[src/hdl/dnpg_ram.sv]
// Generic simple dual-port RAM: one write port, one registered read port.
`timescale 1ns / 1ps

module dnpg_ram #(
    parameter int WIDTH = 4,
    parameter int DEPTH = 16,
    localparam int AW   = (DEPTH > 1) ? $clog2(DEPTH) : 1
) (
    input  logic             i_clk,
    input  logic             i_we,
    input  logic [AW-1:0]    i_waddr,
    input  logic [WIDTH-1:0] i_wdata,
    input  logic             i_re,
    input  logic [AW-1:0]    i_raddr,
    output logic [WIDTH-1:0] o_rdata
);

    logic [WIDTH-1:0] r_mem [DEPTH];
    logic [WIDTH-1:0] r_rdata;

    // Write port
    always_ff @(posedge i_clk) begin
        if (i_we) begin
            r_mem[i_waddr] <= i_wdata;
        end
    end

    // Registered read port
    always_ff @(posedge i_clk) begin
        if (i_re) begin
            r_rdata <= r_mem[i_raddr];
        end
    end

    assign o_rdata = r_rdata;

endmodule

[config.mk]
export PLATFORM = sky130hd
export DESIGN_NAME = dnpg_ram
export DESIGN_NICKNAME = d
export VERILOG_FILES = /design/src/hdl/dnpg_ram.sv
export SDC_FILE = /design/constraint.sdc
export NUM_CORES = 1
export LEC_CHECK = 0
export BUFFER_PORTS_ARGS = -buffer_cell sky130_fd_sc_hd__buf_2
export CORE_ASPECT_RATIO = 0.6
export CORE_MARGIN = 3
export CORE_UTILIZATION = 53
export CTS_CLUSTER_SIZE = 25
export DETAILED_ROUTE_END_ITERATION = 7
export MAX_ROUTING_LAYER = met4
export PLACE_DENSITY = 0.74
export SYNTH_ARGS = -nofsm -noshare
export SYNTH_HDL_FRONTEND = slang
export SYNTH_SLANG_ARGS = --single-unit
[constraint.sdc]
create_clock -name i_clk -period 1.3 [get_ports i_clk]
set_input_delay 0.13 -clock i_clk [delete_from_list [all_inputs] [get_ports i_clk]]
set_output_delay 0.13 -clock i_clk [all_outputs]
set_load 0.05 [all_outputs]
==> results of run 1 <==
## where the power goes
part	internal (mW)	switching [mW]
clock	0.865	0.717
sequential	2.47	0.0178
combinational	0.122	0.176
## flip-flops by register name, indices dropped and copies added (netlist names)
signal   flops
r_mem       64
o_rdata      4
## worst paths after layout
path,startpoint,endpoint,slack [ns],cells past startpoint
setup / recovery,r_mem[0][2],o_rdata[2],-0.17,3
hold / removal,i_re,o_rdata[3],0.06,1
setup reg to reg,r_mem[0][2],o_rdata[2],-0.17,3
hold reg to reg,r_mem[11][0],o_rdata[0],0.77,3
## repair_timing
| action | CTS | global route |
|---|---|---|
| setup endpoints to repair | 4 | 4 |
| buffers inserted | 0 | 0 |
| pin swaps | 2 | 3 |
| cloned | 0 | 0 |
| gates resized for setup | 9 | 0 |
## per-layer routing
| metal | wire [um] | track usage | up-vias |
|---|---|---|---|
| met1 | 2430 | 0.292 | 700 |
| li1 | - | - | 626 |
| met4 | 71 | 0.0700 | 0 |
| met2 | 2220 | 0.279 | 72 |
| met3 | 537 | 0.0758 | 6 |
| met5 | 0 | - | - |
## layout make-up
| type | count | area, um2 | share of cell area |
|---|---|---|---|
| Clock buffer | 10 | 128 | 0.0404 |
| Clock inverter | 6 | 55.1 | 0.0174 |
| Multi-Input combinational cell | 58 | 627 | 0.198 |
| Sequential cell | 68 | 2040 | 0.646 |
| Tap cell | 63 | 78.8 | 0.0249 |
| Timing Repair Buffer | 35 | 230 | 0.0728 |
## synthesized netlist by cell type
master,n
edfxtp_1,68
mux4_1,14
nor2_1,13
nand3_1,9
nand2_1,5
a22oi_1,4
nor3_1,4
mux4_2,2
nand2b_1,2
nand3b_1,2
nor2b_1,2
buf_12,1
buf_2,1
buf_6,1
clkbuf_1,1
or3b_2,1
## critical path, cell delays in order (launching register included)
cell and delay, ns:
edfxtp_1 0.43, mux4_2 0.50, a22oi_2 0.18, nand3_1 0.11
## metrics by stage
stage	hold WS (ns)	area (um2)	worst slack (ns)	instances	power, mW
floorplan	0.229	2710	-0.0221	130	2.69
global placement	0.386	2980	-0.233	224	2.81
detailed placement	0.398	2980	-0.290	224	2.82
CTS	0.0431	3160	-0.149	240	4.42
global route	0.0417	3160	-0.206	240	4.55
finish	0.0603	3160	-0.175	240	4.37
## kinds of logic after synthesis
family                 count (synthesis)  share of synthesized area
AOI/OAI and AO/OA                      4                     0.0111
buffers and inverters                  4                     0.0148
DFF                                   68                      0.755
muxes                                 16                      0.153
and+or+nand+nor                       38                     0.0670
## placed cells by master, fill, tap and decap left out
master      count
or3b_2          1
bufinv_16       1
clkbuf_8        9
nor2_1         13
mux4_1          8
nand3b_1        2
clkinvlp_4      1
buf_2          18
clkinv_1        2
nand3_1         9
clkbuf_1        1
edfxtp_1       68
buf_4          16
nand2_1         5
a22oi_2         4
nand2b_1        2
nor2b_1         2
buf_12          1
mux4_2          8
nor3_2          1
nor3_1          3
clkinv_2        2
==> impl_results.md, run 1 <==
- Status: finished with violations
- Failing checks: negative setup slack
- Final Skew: 0.00407 ns
- Area grow syn2layout: 16.8%
- Die height: 61.4 um
- Hold Vio Cnt, Final: 0
- Sequential area share after synthesis: 0.755
- Largest net degree at the start of global routing: 17
- CTS Root Buffer Type: clkbuf_8
- Max_slew headroom: 0.696
- Fin util: 0.665
- Synthesized area: 2710 um2
- Largest area contributor in the netlist: edfxtp_1
- Post-synth net total: 145
- Row Count: 19
- Synthesized instance count: 130
- Post-route DRC: 0
- Vias in the first global route: 1410
- CTS tree: yes
- Cell variety after synth: 16
- Worst min path class: primary input to register
- RSZ-0062 raised after global routing: yes
- DRT Pass-1 Iters: 4
- DR WL/cell: 21.9 um
- Actual slew at the worst max-slew pin: 0.455 ns
- Initial antenna violation count: 0
- Power Dens Cells: 1380 nW/um2
- Final #Nets: 187
- IO Port Bufs: 18
- WS Path Type: register to register
- Global-route usage over all layers: 0.206
- Setup_tns: -0.551 ns
- Top cell type's share of synthesized area: 0.755
- Final-layout fill cell count: 318
- Ant diodes: 0
- Clock-pin slew on the worst setup and hold paths: 0.07 ns
- Max Clk Rate: 678 MHz
- Cts bufs inserted: 9
- First-pass GRT wire length: 8130 um
- Max IR drop VDD: 0.851 mV
- Share of cells above drive strength 1: 0.350
- CP arrival: 1.55 ns
- Startpoint Class: register
- Data required, critical path: 1.38 ns
- Core area: 4750 um2
- Final setup fails: 4
- H-tree Lvls: 3
- Total of max-cap violations: 0
- Area of the die: 6030 um2
- CP max FO: 1
- Initial Util: 0.569
- Clock Latency Late Sink: 0.33 ns
- Placer Congestion: 0.849
- Clock buffer depth: 2
- Hold buffers post-CTS: 0
- Initial drt markers: 185
- Clock sinks: 68
- Vias: 1404
- Leakage Power: 1.08 nW
- Die X: 98.3 um
- Average size of a mapped cell: 20.8 um2
- Grt total ovfl: 0
- Top Ports: 19
- Tcrit/Tclk final: 1.13
- Final Max Tran Viols: 0
- Dpl hpwl: 3740 um
- Dominant cells by area after synthesis: edfxtp_1 75%, mux4_1 14%, nor2_1 1.8%
- Min setup slack post-route: -0.175 ns
- Critical Path End Type: register
- Antenna-violating nets left: 0
- Seq cells post-synth: 68
- Via density: 5.85
- Tmin final: 1.47 ns
- Detailed Route WL: 5260 um
- Ys Warns: 0
Note: power is estimated with default switching activity, not from simulation.
==> run 2, diff against run 1 <==
CORE_ASPECT_RATIO = not set   (was 0.6)
==> run 2 against run 1 <==
Net effect: clock power grew 12%; wire length down 11%; critical path type unchanged; die area decreased by 0.46%; sequential share of layout area is 0.38 points lower; register-to-register slack better by 0.08 ns; highest routed layer unchanged; combinational power about the same; utilization shrank 0.47 points; clock-buffer cell count shrank 1; the flow still finishes with violations (negative setup slack); sequential power is essentially flat.
==> impl_results.md, run 2 (synthesized netlist as in run 1, its figures left out) <==
- Status: finished with violations
- Failing checks: negative setup slack
- Fin area: 3180 um2
- Row Count: 25
- Met1 usage: 0.240
- Area of the die: 6000 um2
- Fin util: 0.660
- Startpoint Class: register
- Final Skew: 0.00843 ns
- RSZ-0062 raised after global routing: yes
- Pre-CTS WS: -0.222 ns
- Worst min path class: primary input to register
- Largest stage delay, worst path: 0.48 ns
- Clock Latency Late Sink: 0.33 ns
- Met3 Use GR: 0.0406
- Most frequent cells in the layout: 68 x edfxtp_1, 18 x buf_2, 15 x buf_4
- Critical path's slowest cell: mux4_2
- Final Max Tran Viols: 0
- Actual slew at the worst max-slew pin: 0.432 ns
- Clock-pin slew on the worst setup and hold paths: 0.07 ns
- CP Buf/Inv Count: 0
- DR WL/cell: 19.4 um
- DP Area: 2970 um2
- Post-route DRC: 0
- CTS Root Buffer Type: clkbuf_8
- Cts bufs inserted: 9
- Tcrit/Tclk final: 1.08
- Final-layout fill cell count: 323
- HP Start: i_re
- CP arrival: 1.47 ns
- Reg2reg start: r_mem[5][0]
- Via density: 5.73
- CP max FO: 1
- Clock buffer depth: 2
- Largest net degree at the start of global routing: 17
- IO Port Bufs: 18
- Register Area: 2040 um2
- Initial antenna violation count: 0
- Clock sinks: 68
- Buffers inserted by post-CTS timing repair: 0
- Antenna-violating nets left: 0
- Cells along the critical path: mux4_2, a22oi_2, nand3_1
- Data required, critical path: 1.38 ns
- Detailed Route WL: 4700 um
- Die X: 77.5 um
- Setup crit start: r_mem[5][0]
- DRT Pass-1 Iters: 4
- H-tree Lvls: 3
- Min setup slack post-route: -0.0984 ns
- Dpl hpwl: 3200 um
- Hold buffers post-CTS: 0
- Max FFs per register: 64
- Placer Congestion: 0.852
- Die height: 77.5 um
- Area grow syn2layout: 17.5%
- Total of max-cap violations: 0
- Critical Path End Type: register
- Gr busiest metal: met2
- Vias in the first global route: 1423
- Max Clk Rate: 715 MHz
- Max IR drop VDD: 0.806 mV
- Cell family with most CP delay: multiplexers
- Final #Nets: 186
- Hold Vio Cnt, Final: 0
- Ant diodes: 0
- Initial drt markers: 142
- Share of cells above drive strength 1: 0.349
- Reg with most FFs: r_mem
- GRT met2 Usage: 0.261
- Final setup fails: 4
- Top Ports: 19
- Grt total ovfl: 0
- First-pass GRT wire length: 7600 um
- Commonest non-fill, non-tap cell in the layout: edfxtp_1
- Vias: 1387
- CTS tree: yes
- Multi-input gate area: 627 um2
- Global-route usage over all layers: 0.181
- Max_slew headroom: 0.711
- WS Path Type: register to register
- Initial Util: 0.562
- Tmin final: 1.40 ns
- Leakage Power: 1.09 nW
- Core area: 4820 um2
- Power Dens Cells: 1430 nW/um2
[run 2: power breakdown]
part	leakage, nW	total, mW	switching, mW	internal (mW)
Sequential	0.618	2.48	0.0132	2.47
Combinational	0.367	0.295	0.175	0.119
Clock	0.100	1.77	0.715	1.05
[run 2: layout make-up]
| class | instances | area share |
|---|---|---|
| repair buffers | 34 | 0.0701 |
| well taps | 67 | 0.0264 |
| multi-input cells | 58 | 0.197 |
| flip-flops and latches | 68 | 0.642 |
| clock buffers | 9 | 0.0390 |
| clock inverters | 6 | 0.0252 |
[run 2: path summary, 6_finish.rpt]
path | to | slack [ns] | cells after the start
worst max-delay path | o_rdata[0] | -0.1 | 3
worst min register to register | o_rdata[2] | 0.77 | 3
worst max register to register | o_rdata[0] | -0.1 | 3
worst min-delay path | o_rdata[0] | 0.06 | 1
[run 2: metal layers]
layer | wire (um) | part of all wire | vias up
met3 | 296 | 0.063 | 6
li1 | - | - | 621
met4 | 57 | 0.012 | 0
met5 | 0 | 0 | -
met1 | 1990 | 0.42 | 699
met2 | 2360 | 0.50 | 61
[run 2: worst register-to-register path: cells and delay by family, from the launching register on]
| family | cells | cell delay, ns |
|---|---|---|
| AOI/OAI and AO/OA | 1 | 0.16 |
| DFF | 1 | 0.41 |
| muxes | 1 | 0.48 |
| and+or+nand+nor | 1 | 0.10 |
[run 2: repair_timing]
item	4_1_cts	5_1_grt
gates resized for setup	9	0
setup endpoints to repair	4	4
pin swaps	6	2
[run 2: through the flow]
| stage | hold WS (ns) | TNS, ns | instances | power [mW] |
|---|---|---|---|---|
| after global placement | 0.394 | -0.861 | 227 | 2.80 |
| after floorplan | 0.229 | -0.0805 | 130 | 2.69 |
| after CTS | 0.0532 | -0.345 | 242 | 4.58 |
| final | 0.0621 | -0.270 | 242 | 4.54 |
| after detailed placement | 0.401 | -1.31 | 227 | 2.81 |
| after global routing | 0.0567 | -0.530 | 242 | 4.71 |
==> run 3, diff against run 2 <==
CORE_UTILIZATION = 31   (was 53)
PLACE_DENSITY = 0.48   (was 0.74)
==> run 3 against run 2 <==
Net effect: the run still ends with negative setup slack left; first-iteration DRC count down 60%; final cell count up 20%; die area up 65%; non-clock buffer count up 9; critical path depth unchanged; via count down 3.1%; clock skew down 0.0024 ns; critical endpoint is now o_rdata[1]; largest cell class unchanged.
==> impl_results.md, run 3 (synthesized netlist as in run 1, its figures left out) <==
- DRT Pass-1 Iters: 4
- Area of the die: 9890 um2
- Final-layout fill cell count: 768
- Setup_tns: -0.318 ns
- Clock buffer depth: 2
- Final setup fails: 4
- Grt total ovfl: 0
- Failing checks: negative setup slack
- WS Path Type: register to register
- Leakage Power: 1.15 nW
- Placer Congestion: 0.720
- Actual slew at the worst max-slew pin: 0.402 ns
- Multi-input gate area: 627 um2
- Vias in the first global route: 1473
- Post-route DRC: 0
- Antenna-violating nets left: 0
- Share of cells above drive strength 1: 0.384
- Data required, critical path: 1.37 ns
- Hold buffers post-CTS: 0
- Total of max-cap violations: 0
- Detailed Route WL: 4940 um
- R2r setup slk: -0.09 ns
- Initial antenna violation count: 0
- Hold endpoint: o_rdata[0]
- Top Ports: 19
- Final Skew: 0.00602 ns
- Initial drt markers: 57
- IO Port Bufs: 18
- Largest net degree at the start of global routing: 17
- CTS Root Buffer Type: clkbuf_8
- Area grow syn2layout: 23.2%
- CP arrival: 1.47 ns
- Vias: 1344
- Register Area: 2040 um2
- Critical Path End Type: register
- Status: finished with violations
- Max FFs per register: 64
- Clock Latency Late Sink: 0.32 ns
- Min setup slack post-route: -0.0926 ns
- Dpl hpwl: 3530 um
- Max IR drop VDD: 0.535 mV
- Worst Hold Depth: 1
- Ant diodes: 0
- Die height: 99.4 um
- Hold Vio Cnt, Final: 0
- H-tree Lvls: 3
- Final Max Tran Viols: 0
- Max Clk Rate: 718 MHz
- Clock-pin slew on the worst setup and hold paths: 0.07 ns
- Core area: 8340 um2
- Tcrit/Tclk final: 1.07
- Final #Nets: 195
- Tmin final: 1.39 ns
- Startpoint Class: register
- Clock sinks: 68
- DR WL/cell: 17.0 um
- Row Count: 33
- Non-filler cells, final: 290
- Register-to-Register Path Depth: 3
- Via density: 4.63
- Most frequent cells in the layout: 68 x edfxtp_1, 23 x buf_4, 18 x buf_2
- Buffers inserted by post-CTS timing repair: 0
- Initial Util: 0.324
- Die X: 99.4 um
- Power Dens Cells: 1430 nW/um2
- Placed insts: 274
- CP max FO: 1
- CTS tree: yes
- First-pass GRT wire length: 8150 um
- Reg2reg start: r_mem[6][1]
- HP Start: i_re
- Final hold slack: 0.0582 ns
- Max_slew headroom: 0.731
- Worst R2R End: o_rdata[1]
- RSZ-0062 raised after global routing: yes
- Reg with most FFs: r_mem
- Worst min path class: primary input to register
- Cts bufs inserted: 9
- Commonest non-fill, non-tap cell in the layout: edfxtp_1
- Global-route usage over all layers: 0.116
[run 3: cell count changes in the layout (fill, tap and decap cells not counted), sizes merged]
cell | before | now
buf | 34 | 43
clkinvlp | 1 | 0
clkinv | 3 | 2
clkbuf | 9 | 11
bufinv | 2 | 3
[run 3: power breakdown]
part	total [mW]	switching [mW]	internal, mW
Combinational	0.312	0.179	0.133
Clock	1.98	0.716	1.27
Sequential	2.48	0.0108	2.47
[run 3: worst max-delay path: stages (launching register included)]
cell and delay, ns:
edfxtp_1 0.38, mux4_2 0.51, a22oi_2 0.17, nand3_1 0.08
[run 3: layer usage]
| metal | up-vias | wire [um] | share of wire | track usage |
|---|---|---|---|---|
| met5 | - | 0 | 0 | - |
| met4 | 0 | 42 | 0.0085 | 0.0473 |
| met3 | 4 | 198 | 0.040 | 0.0344 |
| met2 | 27 | 2490 | 0.50 | 0.180 |
| met1 | 672 | 2220 | 0.45 | 0.142 |
| li1 | 641 | - | - | - |
[run 3: metrics by stage]
stage               utilization  setup slack, ns  power (mW)  cell area (um2)
floorplan                     -          -0.0221        2.69             2710
global placement          0.372           -0.297        2.83             3100
detailed placement        0.372           -0.284        2.84             3100
CTS                       0.400           -0.125        4.83             3330
global route              0.400           -0.171        4.95             3330
finish                    0.400          -0.0926        4.78             3330
[run 3: worst max path at each step]
stage	start	slack (ns)	cells after the start	endpoint
floorplan	r_mem[1][0]	-0.02	3	o_rdata[0]
global placement	i_raddr[0]	-0.30	5	o_rdata[0]
detailed placement	i_raddr[0]	-0.28	5	o_rdata[0]
CTS	r_mem[3][0]	-0.12	3	o_rdata[0]
global route	r_mem[3][0]	-0.17	3	o_rdata[0]
finish	r_mem[6][1]	-0.09	3	o_rdata[1]
[run 3: area by class of cell]
type,instances,share of cell area
clock inverters,5,0.0300
well taps,105,0.0394
multi-input cells,58,0.188
repair buffers,43,0.0908
flip-flops and latches,68,0.612
clock buffers,11,0.0394
[run 3: timing repair]
action                                  4_1_cts  5_1_grt
endpoints found under the hold margin         0        0
resized for setup                             9        0
pin swaps                                     4        3
endpoints found under the setup margin        4        4
